File: src/read_completion_splitter_core_defines.svh
// Assertion helpers for the splitter core.
`ifndef READ_COMPLETION_SPLITTER_CORE_DEFINES_SVH
`define READ_COMPLETION_SPLITTER_CORE_DEFINES_SVH

// A property checked at every rising clock edge outside reset.
`define RCS_ASSERT(label, clk, rst_n, prop, msg) \
	label: assert property (@(posedge clk) disable iff (!rst_n) prop) else $error(msg);

// An implication: whenever cond holds, check holds in the same cycle.
`define RCS_ASSERT_IMP(label, clk, rst_n, cond, check, msg) \
	`RCS_ASSERT(label, clk, rst_n, (cond) |-> (check), msg)

`endif

File: src/rcs_pkg.sv
package rcs_pkg;

	localparam int unsigned ADDR_W          = 30;
	localparam int unsigned LEN_W           = 11;
	localparam int unsigned LOG2_W          = 4;
	localparam int unsigned MAX_READ_LENGTH = 1024;

	localparam logic [LOG2_W-1:0] LOG2_MIN   = 4'd5;
	localparam logic [LOG2_W-1:0] LOG2_MAX   = 4'd10;
	localparam logic [LOG2_W-1:0] LOG2_RESET = 4'd5;

	typedef struct packed {
		logic [ADDR_W-1:0] request_address;
		logic [LEN_W-1:0]  request_length;
		logic [7:0]        request_tag;
		logic [2:0]        traffic_class;
		logic [7:0]        requester_bus;
		logic [4:0]        requester_device;
		logic [2:0]        requester_function;
	} req_t;

	typedef struct packed {
		logic [ADDR_W-1:0] piece_address;
		logic [LEN_W-1:0]  piece_length;
		logic [LEN_W-1:0]  remaining_count;
		logic [7:0]        cpl_tag;
		logic [2:0]        cpl_traffic_class;
		logic [7:0]        cpl_bus;
		logic [4:0]        cpl_device;
		logic [2:0]        cpl_function;
		logic              last_piece;
	} cpl_t;

	// Commands from the controller to the datapath.
	typedef struct packed {
		logic load;
		logic step;
	} rcs_cmd_t;

	// Status from the datapath to the controller.
	typedef struct packed {
		logic len_zero;
		logic last;
		logic out_free;
	} rcs_stat_t;

	typedef enum logic [1:0] {
		ST_IDLE = 2'b01,
		ST_RUN  = 2'b10
	} rcs_state_t;

endpackage

File: src/rcs_req_if.sv
interface rcs_req_if;
	import rcs_pkg::*;

	logic              valid;
	logic              ready;
	logic [ADDR_W-1:0] request_address;
	logic [LEN_W-1:0]  request_length;
	logic [7:0]        request_tag;
	logic [2:0]        traffic_class;
	logic [7:0]        requester_bus;
	logic [4:0]        requester_device;
	logic [2:0]        requester_function;

	modport source (
		output valid, request_address, request_length, request_tag, traffic_class,
		       requester_bus, requester_device, requester_function,
		input  ready
	);
	modport sink (
		input  valid, request_address, request_length, request_tag, traffic_class,
		       requester_bus, requester_device, requester_function,
		output ready
	);
endinterface

File: src/rcs_cpl_if.sv
interface rcs_cpl_if;
	import rcs_pkg::*;

	logic              valid;
	logic              ready;
	logic [ADDR_W-1:0] piece_address;
	logic [LEN_W-1:0]  piece_length;
	logic [LEN_W-1:0]  remaining_count;
	logic [7:0]        cpl_tag;
	logic [2:0]        cpl_traffic_class;
	logic [7:0]        cpl_bus;
	logic [4:0]        cpl_device;
	logic [2:0]        cpl_function;
	logic              last_piece;

	modport source (
		output valid, piece_address, piece_length, remaining_count, cpl_tag,
		       cpl_traffic_class, cpl_bus, cpl_device, cpl_function, last_piece,
		input  ready
	);
	modport sink (
		input  valid, piece_address, piece_length, remaining_count, cpl_tag,
		       cpl_traffic_class, cpl_bus, cpl_device, cpl_function, last_piece,
		output ready
	);
endinterface

File: src/read_completion_splitter_core.sv
// Channel  | Direction | Carries
// req      | in        | one memory read request header
// cpl      | out       | one completion header per piece of the request
// cfg      | in        | write of the read completion boundary (log2, doublewords)
//
// A request is accepted only while the splitter is idle. It then emits one completion
// header per cycle while the completion side is not stalled, and takes no new request
// until the last piece of the current one has been generated.
// A stalled completion holds in the output register and freezes the piece generator.
// Reset clears the controller, the output valid flag and sets the boundary to 32.
`include "read_completion_splitter_core_defines.svh"

module read_completion_splitter_core (
	input  logic                       clk,
	input  logic                       arst_n,
	input  logic                       cfg_we,
	input  logic [rcs_pkg::LOG2_W-1:0] cfg_wdata,
	rcs_req_if.sink                    req,
	rcs_cpl_if.source                  cpl
);
	import rcs_pkg::*;

	rcs_cmd_t  cmd;
	rcs_stat_t stat;
	req_t      req_payload;
	cpl_t      cpl_payload;

	// Gather the request fields into one word for the datapath.
	always_comb begin
		req_payload.request_address    = req.request_address;
		req_payload.request_length     = req.request_length;
		req_payload.request_tag        = req.request_tag;
		req_payload.traffic_class      = req.traffic_class;
		req_payload.requester_bus      = req.requester_bus;
		req_payload.requester_device   = req.requester_device;
		req_payload.requester_function = req.requester_function;
	end

	// The controller sequences the pieces; it sees only the handshake and status.
	rcs_ctrl u_ctrl (
		.clk      (clk),
		.arst_n   (arst_n),
		.in_valid (req.valid),
		.in_ready (req.ready),
		.cmd      (cmd),
		.stat     (stat)
	);

	// The datapath holds the running address and remaining count of the request
	// and the registered completion header.
	rcs_datapath u_datapath (
		.clk       (clk),
		.arst_n    (arst_n),
		.cfg_we    (cfg_we),
		.cfg_wdata (cfg_wdata),
		.req       (req_payload),
		.cmd       (cmd),
		.stat      (stat),
		.cpl       (cpl_payload),
		.cpl_valid (cpl.valid),
		.cpl_ready (cpl.ready)
	);

	assign cpl.piece_address     = cpl_payload.piece_address;
	assign cpl.piece_length      = cpl_payload.piece_length;
	assign cpl.remaining_count   = cpl_payload.remaining_count;
	assign cpl.cpl_tag           = cpl_payload.cpl_tag;
	assign cpl.cpl_traffic_class = cpl_payload.cpl_traffic_class;
	assign cpl.cpl_bus           = cpl_payload.cpl_bus;
	assign cpl.cpl_device        = cpl_payload.cpl_device;
	assign cpl.cpl_function      = cpl_payload.cpl_function;
	assign cpl.last_piece        = cpl_payload.last_piece;

	// A request with work to do keeps the block busy in the next cycle.
	`RCS_ASSERT(a_busy_after_accept, clk, arst_n, (req.valid && req.ready && req.request_length != '0) |=> !req.ready, "request accepted but block not busy")
	// Every piece carries at least one doubleword and never more than is outstanding.
	`RCS_ASSERT_IMP(a_piece_bounds, clk, arst_n, cpl.valid, (cpl.piece_length != '0) && (cpl.piece_length <= cpl.remaining_count), "piece length out of bounds")
	// The last piece is exactly the one that takes all that remains.
	`RCS_ASSERT_IMP(a_last_consistent, clk, arst_n, cpl.valid, cpl.last_piece == (cpl.piece_length == cpl.remaining_count), "last flag disagrees with counts")
endmodule

File: src/rcs_ctrl.sv
module rcs_ctrl (
	input  logic               clk,
	input  logic               arst_n,
	input  logic               in_valid,
	output logic               in_ready,
	output rcs_pkg::rcs_cmd_t  cmd,
	input  rcs_pkg::rcs_stat_t stat
);
	import rcs_pkg::*;

	rcs_state_t state_q;
	rcs_state_t state_d;

	always_comb begin
		in_ready = (state_q == ST_IDLE);
		cmd.load = (state_q == ST_IDLE) && in_valid;
		cmd.step = (state_q == ST_RUN) && stat.out_free;
	end

	always_comb begin
		state_d = state_q;
		case (state_q)
			ST_IDLE: begin
				// A zero-length request is taken and dropped.
				if (in_valid && !stat.len_zero) begin
					state_d = ST_RUN;
				end
			end
			ST_RUN: begin
				if (cmd.step && stat.last) begin
					state_d = ST_IDLE;
				end
			end
			default: begin
				state_d = ST_IDLE;
			end
		endcase
	end

	always_ff @(posedge clk or negedge arst_n) begin
		if (!arst_n) begin
			state_q <= ST_IDLE;
		end else begin
			state_q <= state_d;
		end
	end
endmodule

File: src/rcs_datapath.sv
module rcs_datapath (
	input  logic                       clk,
	input  logic                       arst_n,
	input  logic                       cfg_we,
	input  logic [rcs_pkg::LOG2_W-1:0] cfg_wdata,
	input  rcs_pkg::req_t              req,
	input  rcs_pkg::rcs_cmd_t          cmd,
	output rcs_pkg::rcs_stat_t         stat,
	output rcs_pkg::cpl_t              cpl,
	output logic                       cpl_valid,
	input  logic                       cpl_ready
);
	import rcs_pkg::*;

	logic [LOG2_W-1:0] log2_q;
	logic [ADDR_W-1:0] addr_q;
	logic [LEN_W-1:0]  rem_q;
	logic [7:0]        tag_q;
	logic [2:0]        tc_q;
	logic [7:0]        bus_q;
	logic [4:0]        dev_q;
	logic [2:0]        fn_q;
	cpl_t              cpl_q;
	logic              cpl_valid_q;

	logic [LEN_W-1:0]  blk;
	logic [LEN_W-1:0]  offset;
	logic [LEN_W-1:0]  chunk;
	logic [LEN_W-1:0]  piece_len;
	logic              last;
	logic [LEN_W-1:0]  len_sat;

	// The stored boundary is already clamped to the legal range.
	always_ff @(posedge clk or negedge arst_n) begin
		if (!arst_n) begin
			log2_q <= LOG2_RESET;
		end else if (cfg_we) begin
			if (cfg_wdata < LOG2_MIN) begin
				log2_q <= LOG2_MIN;
			end else if (cfg_wdata > LOG2_MAX) begin
				log2_q <= LOG2_MAX;
			end else begin
				log2_q <= cfg_wdata;
			end
		end
	end

	always_comb begin
		blk       = LEN_W'(1) << log2_q;
		offset    = addr_q[LEN_W-1:0] & (blk - LEN_W'(1));
		chunk     = blk - offset;
		last      = (chunk >= rem_q);
		piece_len = last ? rem_q : chunk;
		len_sat   = (req.request_length > LEN_W'(MAX_READ_LENGTH)) ?
		            LEN_W'(MAX_READ_LENGTH) : req.request_length;
	end

	always_comb begin
		stat.len_zero = (req.request_length == '0);
		stat.last     = last;
		stat.out_free = !cpl_valid_q || cpl_ready;
	end

	always_ff @(posedge clk) begin
		if (cmd.load) begin
			addr_q <= req.request_address;
			rem_q  <= len_sat;
			tag_q  <= req.request_tag;
			tc_q   <= req.traffic_class;
			bus_q  <= req.requester_bus;
			dev_q  <= req.requester_device;
			fn_q   <= req.requester_function;
		end else if (cmd.step) begin
			addr_q <= addr_q + ADDR_W'(piece_len);
			rem_q  <= rem_q - piece_len;
		end
	end

	always_ff @(posedge clk) begin
		if (cmd.step) begin
			cpl_q.piece_address     <= addr_q;
			cpl_q.piece_length      <= piece_len;
			cpl_q.remaining_count   <= rem_q;
			cpl_q.cpl_tag           <= tag_q;
			cpl_q.cpl_traffic_class <= tc_q;
			cpl_q.cpl_bus           <= bus_q;
			cpl_q.cpl_device        <= dev_q;
			cpl_q.cpl_function      <= fn_q;
			cpl_q.last_piece        <= last;
		end
	end

	always_ff @(posedge clk or negedge arst_n) begin
		if (!arst_n) begin
			cpl_valid_q <= 1'b0;
		end else if (cmd.step) begin
			cpl_valid_q <= 1'b1;
		end else if (cpl_ready) begin
			cpl_valid_q <= 1'b0;
		end
	end

	assign cpl       = cpl_q;
	assign cpl_valid = cpl_valid_q;
endmodule

File: src/flat_wrapper.sv
// flat-port wrapper written by rule: the top's interface ports become plain ports
module read_completion_splitter_core_flat import rcs_pkg::*;
  (clk, arst_n, cfg_we, cfg_wdata, req_valid, req_request_address, req_request_length, req_request_tag, req_traffic_class, req_requester_bus, req_requester_device, req_requester_function, req_ready, cpl_valid, cpl_piece_address, cpl_piece_length, cpl_remaining_count, cpl_cpl_tag, cpl_cpl_traffic_class, cpl_cpl_bus, cpl_cpl_device, cpl_cpl_function, cpl_last_piece, cpl_ready);
  rcs_req_if req_i ();
  rcs_cpl_if cpl_i ();
  input  logic clk;
  input  logic arst_n;
  input  logic cfg_we;
  input  logic [rcs_pkg::LOG2_W-1:0] cfg_wdata;
  input wire logic [$bits(req_i.valid)-1:0] req_valid;
  input wire logic [$bits(req_i.request_address)-1:0] req_request_address;
  input wire logic [$bits(req_i.request_length)-1:0] req_request_length;
  input wire logic [$bits(req_i.request_tag)-1:0] req_request_tag;
  input wire logic [$bits(req_i.traffic_class)-1:0] req_traffic_class;
  input wire logic [$bits(req_i.requester_bus)-1:0] req_requester_bus;
  input wire logic [$bits(req_i.requester_device)-1:0] req_requester_device;
  input wire logic [$bits(req_i.requester_function)-1:0] req_requester_function;
  output wire logic [$bits(req_i.ready)-1:0] req_ready;
  output wire logic [$bits(cpl_i.valid)-1:0] cpl_valid;
  output wire logic [$bits(cpl_i.piece_address)-1:0] cpl_piece_address;
  output wire logic [$bits(cpl_i.piece_length)-1:0] cpl_piece_length;
  output wire logic [$bits(cpl_i.remaining_count)-1:0] cpl_remaining_count;
  output wire logic [$bits(cpl_i.cpl_tag)-1:0] cpl_cpl_tag;
  output wire logic [$bits(cpl_i.cpl_traffic_class)-1:0] cpl_cpl_traffic_class;
  output wire logic [$bits(cpl_i.cpl_bus)-1:0] cpl_cpl_bus;
  output wire logic [$bits(cpl_i.cpl_device)-1:0] cpl_cpl_device;
  output wire logic [$bits(cpl_i.cpl_function)-1:0] cpl_cpl_function;
  output wire logic [$bits(cpl_i.last_piece)-1:0] cpl_last_piece;
  input wire logic [$bits(cpl_i.ready)-1:0] cpl_ready;
  assign req_i.valid = req_valid;
  assign req_i.request_address = req_request_address;
  assign req_i.request_length = req_request_length;
  assign req_i.request_tag = req_request_tag;
  assign req_i.traffic_class = req_traffic_class;
  assign req_i.requester_bus = req_requester_bus;
  assign req_i.requester_device = req_requester_device;
  assign req_i.requester_function = req_requester_function;
  assign req_ready = req_i.ready;
  assign cpl_valid = cpl_i.valid;
  assign cpl_piece_address = cpl_i.piece_address;
  assign cpl_piece_length = cpl_i.piece_length;
  assign cpl_remaining_count = cpl_i.remaining_count;
  assign cpl_cpl_tag = cpl_i.cpl_tag;
  assign cpl_cpl_traffic_class = cpl_i.cpl_traffic_class;
  assign cpl_cpl_bus = cpl_i.cpl_bus;
  assign cpl_cpl_device = cpl_i.cpl_device;
  assign cpl_cpl_function = cpl_i.cpl_function;
  assign cpl_last_piece = cpl_i.last_piece;
  assign cpl_i.ready = cpl_ready;
  read_completion_splitter_core u_core (.clk(clk), .arst_n(arst_n), .cfg_we(cfg_we), .cfg_wdata(cfg_wdata), .req(req_i), .cpl(cpl_i));
endmodule
File: config.mk
export PLATFORM = sky130hd
export DESIGN_NAME = read_completion_splitter_core_flat
export DESIGN_NICKNAME = d
export VERILOG_FILES = /design/src/rcs_pkg.sv /design/src/rcs_req_if.sv /design/src/rcs_cpl_if.sv /design/src/read_completion_splitter_core.sv /design/src/rcs_ctrl.sv /design/src/rcs_datapath.sv /design/src/flat_wrapper.sv
export VERILOG_INCLUDE_DIRS = /design/src /design/src/src
export SDC_FILE = /design/constraint.sdc
export NUM_CORES = 1
export LEC_CHECK = 0
export BUFFER_PORTS_ARGS = -buffer_cell sky130_fd_sc_hd__buf_2
export CORE_AREA = 2 2 128 130
export CTS_BUF_LIST = sky130_fd_sc_hd__clkbuf_16
export DETAILED_ROUTE_END_ITERATION = 10
export DIE_AREA = 0 0 130 132
export GPL_TIMING_DRIVEN = 0
export PLACE_DENSITY = 0.73
export SYNTH_ARGS = -nofsm -noshare
export SYNTH_HDL_FRONTEND = slang
export SYNTH_HIERARCHICAL = 1
export SYNTH_SLANG_ARGS = --single-unit
File: constraint.sdc
create_clock -name clk -period 8 [get_ports clk]
set_input_delay 0.4 -clock clk [delete_from_list [all_inputs] [get_ports clk]]
set_output_delay 0.4 -clock clk [all_outputs]
set_load 0.02 [all_outputs]
# Yosys cells after proc, flatten, opt, wreduce, memory -nomap -nowiden
# Index checks and enable logic that the tools add are counted.
[word_totals] regBits=155 inputBits=77 out_inout_bits=82 word_cells=57
[op_classes] shift=1 add_sub_neg=4 n_lt_le_gt_ge=4 muxes=13 n_eq_ne=4 n_bitwise=1 n_reduce_logical=11
[ops] op="two-way mux 30 bit" n=2
[ops] op="two-way mux 11 bit" n=4
[ops] op="adder 30 x 11 -> 30 bit" n=1
[ops] op="subtractor 11 bit" n=2
[ops] op="AND 11 bit" n=1
[ops] op="greater-or-equal comparator 11 bit" n=1
[ops] op="> comparator 11 bit, second input constant" n=1
[ops] op="logical NOT 11 bit" n=1
[ops] op="left shift 1 x 4 -> 11 bit, first input constant" n=1
[ops] op="subtractor 11 x 1 -> 11 bit, second input constant" n=1
[ops] op="two-way mux 4 bit" n=2
[ops] op="> comparator 4 bit, second input constant" n=1
[ops] op="logical AND 1 bit" n=4
[ops] op="less-than comparator 4 x 3 -> 1 bit, second input constant" n=1
[ops] op="two-way mux 2 bit" n=2
[ops] op="!= test 2 x 1 -> 1 bit, second input constant" n=2
[ops] op="one-hot mux 2 bit (2 select lines)" n=1
[ops] op="nonzero test 2 bit" n=2
[ops] op="equality test 2 x 1 -> 1 bit, second input constant" n=1
[ops] op="equality test 2 bit, second input constant" n=1
[ops] op="logical NOT 1 bit" n=2
[ops] op="two-way mux 1 bit" n=2
[ops] op="AND reduction 2 bit" n=1
[ops] op="logical OR 1 bit" n=1

# Logic depth before layout (Yosys ltp)
[logic_depth] ltp_word=9 ltp_mapped=31

# Modules after synthesis
# Netlist, hierarchy kept.
[by_module_without_submodules] module="rcs_datapath" seq_area_each_um2=4571.9 area_per_inst_um2=7623.6 cells_each=620 n_inst=1
[by_module_without_submodules] module="rcs_ctrl" seq_area_each_um2=51.3 area_per_inst_um2=108.9 cells_each=10 n_inst=1

# Worst setup path after synthesis
# OpenSTA, ideal clock, no wires.
[synth_timing] kind="register -> register" from="reg u_core.u_datapath.log2_q[3]" to="reg u_core.u_datapath.addr_q[17] (data pin)" t_arrival_ns=5.770 stages_incl_launch_ff=30 setup_ns=0.257 path_buffers=6 path_slack_ns=1.973 cell_sequence="dfrtp_1 buf_6 buf_2 clkbuf_1 nor2_1 nand2_1 ha_1 nand2_1 a32o_1 a22o_1 a31oi_4 a221oi_2 mux2_4 ha_1 a22o_1 nor4_1 a21o_1 buf_2 buf_1 mux2i_1 inv_1 ha_1 a21o_1 a21oi_1 o21a_1 o21ai_1 nand3_1 clkbuf_1 mux2i_1 nand2_1"
[synth_between] elab_chain_cells=9
[synth_lines] element="start: declaration" line_no="rcs_datapath.sv:15" text="logic [LOG2_W-1:0] log2_q;"
[synth_lines] element="start signal: assignment" line_no="rcs_datapath.sv:43" text="log2_q <= cfg_wdata;"
[synth_lines] element="left shift 1 x 4 -> 11 bit *" line_no="rcs_datapath.sv:49" text="blk = LEN_W'(1) << log2_q;"
[synth_lines] element="subtractor 11 x 1 -> 11 bit" line_no="rcs_datapath.sv:50" text="offset = addr_q[LEN_W-1:0] & (blk - LEN_W'(1));"
[synth_lines] element="AND 11 bit" line_no="rcs_datapath.sv:50"
[synth_lines] element="subtractor 11 bit *" line_no="rcs_datapath.sv:51" text="chunk = blk - offset;"
[synth_lines] element="greater-or-equal comparator 11 bit" line_no="rcs_datapath.sv:52" text="last = (chunk >= rem_q);"
[synth_lines] element="two-way mux 11 bit *" line_no="rcs_datapath.sv:53" text="piece_len = last ? rem_q : chunk;"
[synth_lines] element="via u_core.u_datapath.piece_len[1]" line_no="rcs_datapath.sv:29" text="logic [LEN_W-1:0] piece_len;"
[synth_lines] element="adder 30 x 11 -> 30 bit *" line_no="rcs_datapath.sv:74" text="addr_q <= addr_q + ADDR_W'(piece_len);"
[synth_lines] element="two-way mux 30 bit *" line_no="rcs_datapath.sv:73" text="end else if (cmd.step) begin"
[synth_lines] element="two-way mux 30 bit *" line_no="rcs_datapath.sv:65" text="if (cmd.load) begin"
[synth_lines] element="end signal: assignment" line_no="rcs_datapath.sv:66" text="addr_q <= req.request_address;"
[synth_lines] element="end signal: assignment" line_no="rcs_datapath.sv:74"
[synth_lines] element="end: declaration" line_no="rcs_datapath.sv:16" text="logic [ADDR_W-1:0] addr_q;"
# The timed path passes the listed nets; every way through them passes the cells marked *. The select of a mux whose other input is x is not followed.
# A chain may end at the register's enable or synchronous reset.

# Worst setup path in the final report
[layout_timing] from="reg u_core.u_datapath.log2_q[3]" to="reg u_core.u_datapath.addr_q[19] (data pin)"
# Same word-level chain as after synthesis.

==> reports/qor.yml <==
synthesis:
  yosys_warnings: 6
  synth_cells: 630
  yosys.cell_count.top_type: "edfxtp_1"
  ys_types: 71
  synth_top_area_share_pct: 57.5
  synth.area.top_cells: "edfxtp_1 (57%), ha_1 (5.8%), o21ai_0 (3.2%)"
  async_reset_ff_share_pct: 4.52
  syn_area_sq_um: 7730
  synth_largest_area_cell: "edfxtp_1"
  syn_area_per_cell_sq_um: 12.3
  synth_edf_count: 148
  synth-seq-area-share_pct: 59.8
  syn-num-nets: 745
  ys.flop_type: "edfxtp_1"
  ys_ff_latch: 155
  ys_top_cells_by_count: "edfxtp_1 (148), nand2_1 (53), o21ai_0 (49)"
detailed_routing:
  first_iter_violations: 435
  post_drt_wl_per_cell_microns: 17.8
  vias: 5772
  antenna_left: 0
  via_per_inst: 5.57
  dr.pass1.iters: 5
  drt_wl_total_microns: 18500
  drc_errors: 0
run_status:
  outcome: "finished clean"
cts:
  cts_tree: "done"
  root_buffer: "clkbuf_16"
  clkTransAtPathRegs_ps: 70
  numCtsBuffers: 17
  clkSinkCount: 155
  clock_path_buffers: 2
  post_cts_buffers: 0
  h-tree-depth: 4
  insertion_delay_ps: 420
floorplan:
  design.die.area_sq_um: 17200
  die_x_microns: 130
  start_util_pct: 49.2
  rows: 46
  io_pins: 159
  fp.dieH_microns: 132
  coreArea_sq_um: 15700
setup_path:
  crit_family: "compound AO/OA/AOI/OAI gates"
  cpPeakStageDelay_ps: 490
  crit_path_end_kind: "register"
  slowest_stage: "buf_1"
  critPathRequiredTime_ps: 8130
  cp-start-kind: "register"
  path_class: "register to register"
  crit_top_cell: "ha_1"
  critical_path.n_buffers_inverters: 7
  cp.arrival_ps: 7510
  path_max_fanout: 10
cells_and_area:
  n_antenna_cell: 0
  syn2layout_area_growth_pct: 22.4
  final_cells: 1037
  drive_gt1_share_pct: 26.9
  fin_nets: 923
placement:
  port_buffers: 157
  place.gp.congestion: 0.909
  dp_hpwl_microns: 13500
  pre_cts_ws_ps: 634
  placed_cells: 1004
timing:
  rsz0062_at_grt: "false"
  fmax_mhz: 136
  fin_tns_setup_ps: 0
  period_share_pct: 92.2
  hold_ws_ps: 150
  slew_viol_final: 0
  hold_viol: 0
  relSlewSlack_pct: 17.1
  worst_slack_ps: 621
  skew_ps: 8.41
  min_period_ps: 7380
  tightest_slew_ps: 1240
  setup_viol: 0
global_route:
  grt_overflow: 0
  grt_pass1_vias: 5732
  grt_first_pass_wirelength_microns: 29200
  antenna_found_initial: 0
  grt_max_degree: 63
  grt_use_total_pct: 22.1
flow_run:
  drv_cap: 0
hold_path:
  min_path_type: "input pin to register"
==> kinds of logic after synthesis <==
group,share of synthesized area [%]
XOR/XNOR,3.62
buffers and inverters,2.83
AND/OR/NAND/NOR,11.6
flip-flops,59.8
AO/OA/AOI/OAI,13.5
adder cells (fa/ha/maj),6.47
multiplexers,2.23
==> final timing paths <==
kind                                             start  depth (start not counted)                           end  slack, ps
setup / recovery           u_core/u_datapath/log2_q[3]                         29  u_core/u_datapath/addr_q[19]        620
hold reg to reg             u_core/u_datapath/bus_q[7]                          0     u_core/u_datapath/cpl[16]        420
max in group asynchronous                       arst_n                          2      u_core/u_ctrl/state_q[0]       7430
hold / removal                    req_requester_bus[4]                          1    u_core/u_datapath/bus_q[4]        150
setup reg to reg           u_core/u_datapath/log2_q[3]                         29  u_core/u_datapath/addr_q[19]        620
min in group asynchronous                       arst_n                          2   u_core/u_datapath/log2_q[3]        340
==> metal layers <==
| metal | up-vias | share of wire (%) | track usage (%) |
|---|---|---|---|
| li1 | 2737 | - | - |
| met1 | 2834 | 42 | 28.7 |
| met2 | 183 | 50 | 36.8 |
| met3 | 18 | 5.9 | 5.11 |
| met4 | 0 | 1.3 | 6.93 |
| met5 | - | 0 | 0 |
==> repair_timing <==
| item | in CTS | in global routing |
|---|---|---|
| endpoints found under the setup margin | 0 | 2 |
| endpoints found under the hold margin | 7 | 0 |
| hold buffers | 1 | 0 |
| gates resized for setup | 0 | 2 |
==> final cells by class <==
cell class                 instances  area (sq um)
multi-input combinational        421          2900
timing repair buffer             159           823
sequential                       155          4620
buffer                            21          95.1
fill                            1264          6250
clock buffer                      17           425
inverter                          33           124
clock inverter                    15           203
tap                              216           270
==> metrics by stage <==
step / area, sq um / util [%]
floorplan: 7730 / -
global placement: 8790 / 55.9
detailed placement: 8820 / 56.1
CTS: 9460 / 60.2
global route: 9460 / 60.2
finish: 9460 / 60.2
==> worst register-to-register path: cells and delay by family (launching register included) <==
family                   cells  cell delay, ps
adder cells (fa/ha/maj)      3             830
buffers and inverters        7            1980
AO/OA/AOI/OAI               11            2120
flip-flops                   1             370
multiplexers                 2             830
AND/OR/NAND/NOR              6             970
==> placed cells by master, fill, tap and decap left out, drive strengths merged, types with 15 or more instances in the layout <==
| master | n |
|---|---|
| a21oi | 26 |
| buf | 167 |
| clkbuf | 29 |
| edfxtp | 148 |
| ha | 36 |
| inv | 42 |
| nand2 | 53 |
| nand3 | 15 |
| nor2 | 30 |
| o21ai | 56 |
| xnor2 | 21 |
==> registers in the layout, indices dropped and copies added, names as in the netlist <==
| signal | count |
|---|---|
| u_core/u_ctrl/state_q | 2 |
| u_core/u_datapath/addr_q | 30 |
| u_core/u_datapath/bus_q | 8 |
| u_core/u_datapath/cpl | 80 |
| u_core/u_datapath/cpl_valid | 1 |
| u_core/u_datapath/dev_q | 5 |
| u_core/u_datapath/fn_q | 3 |
| u_core/u_datapath/log2_q | 4 |
| u_core/u_datapath/rem_q | 11 |
| u_core/u_datapath/tag_q | 8 |
| u_core/u_datapath/tc_q | 3 |
Power is not shown: default switching activity piles up to over one toggle a cycle in this logic, so the estimate is an artifact.
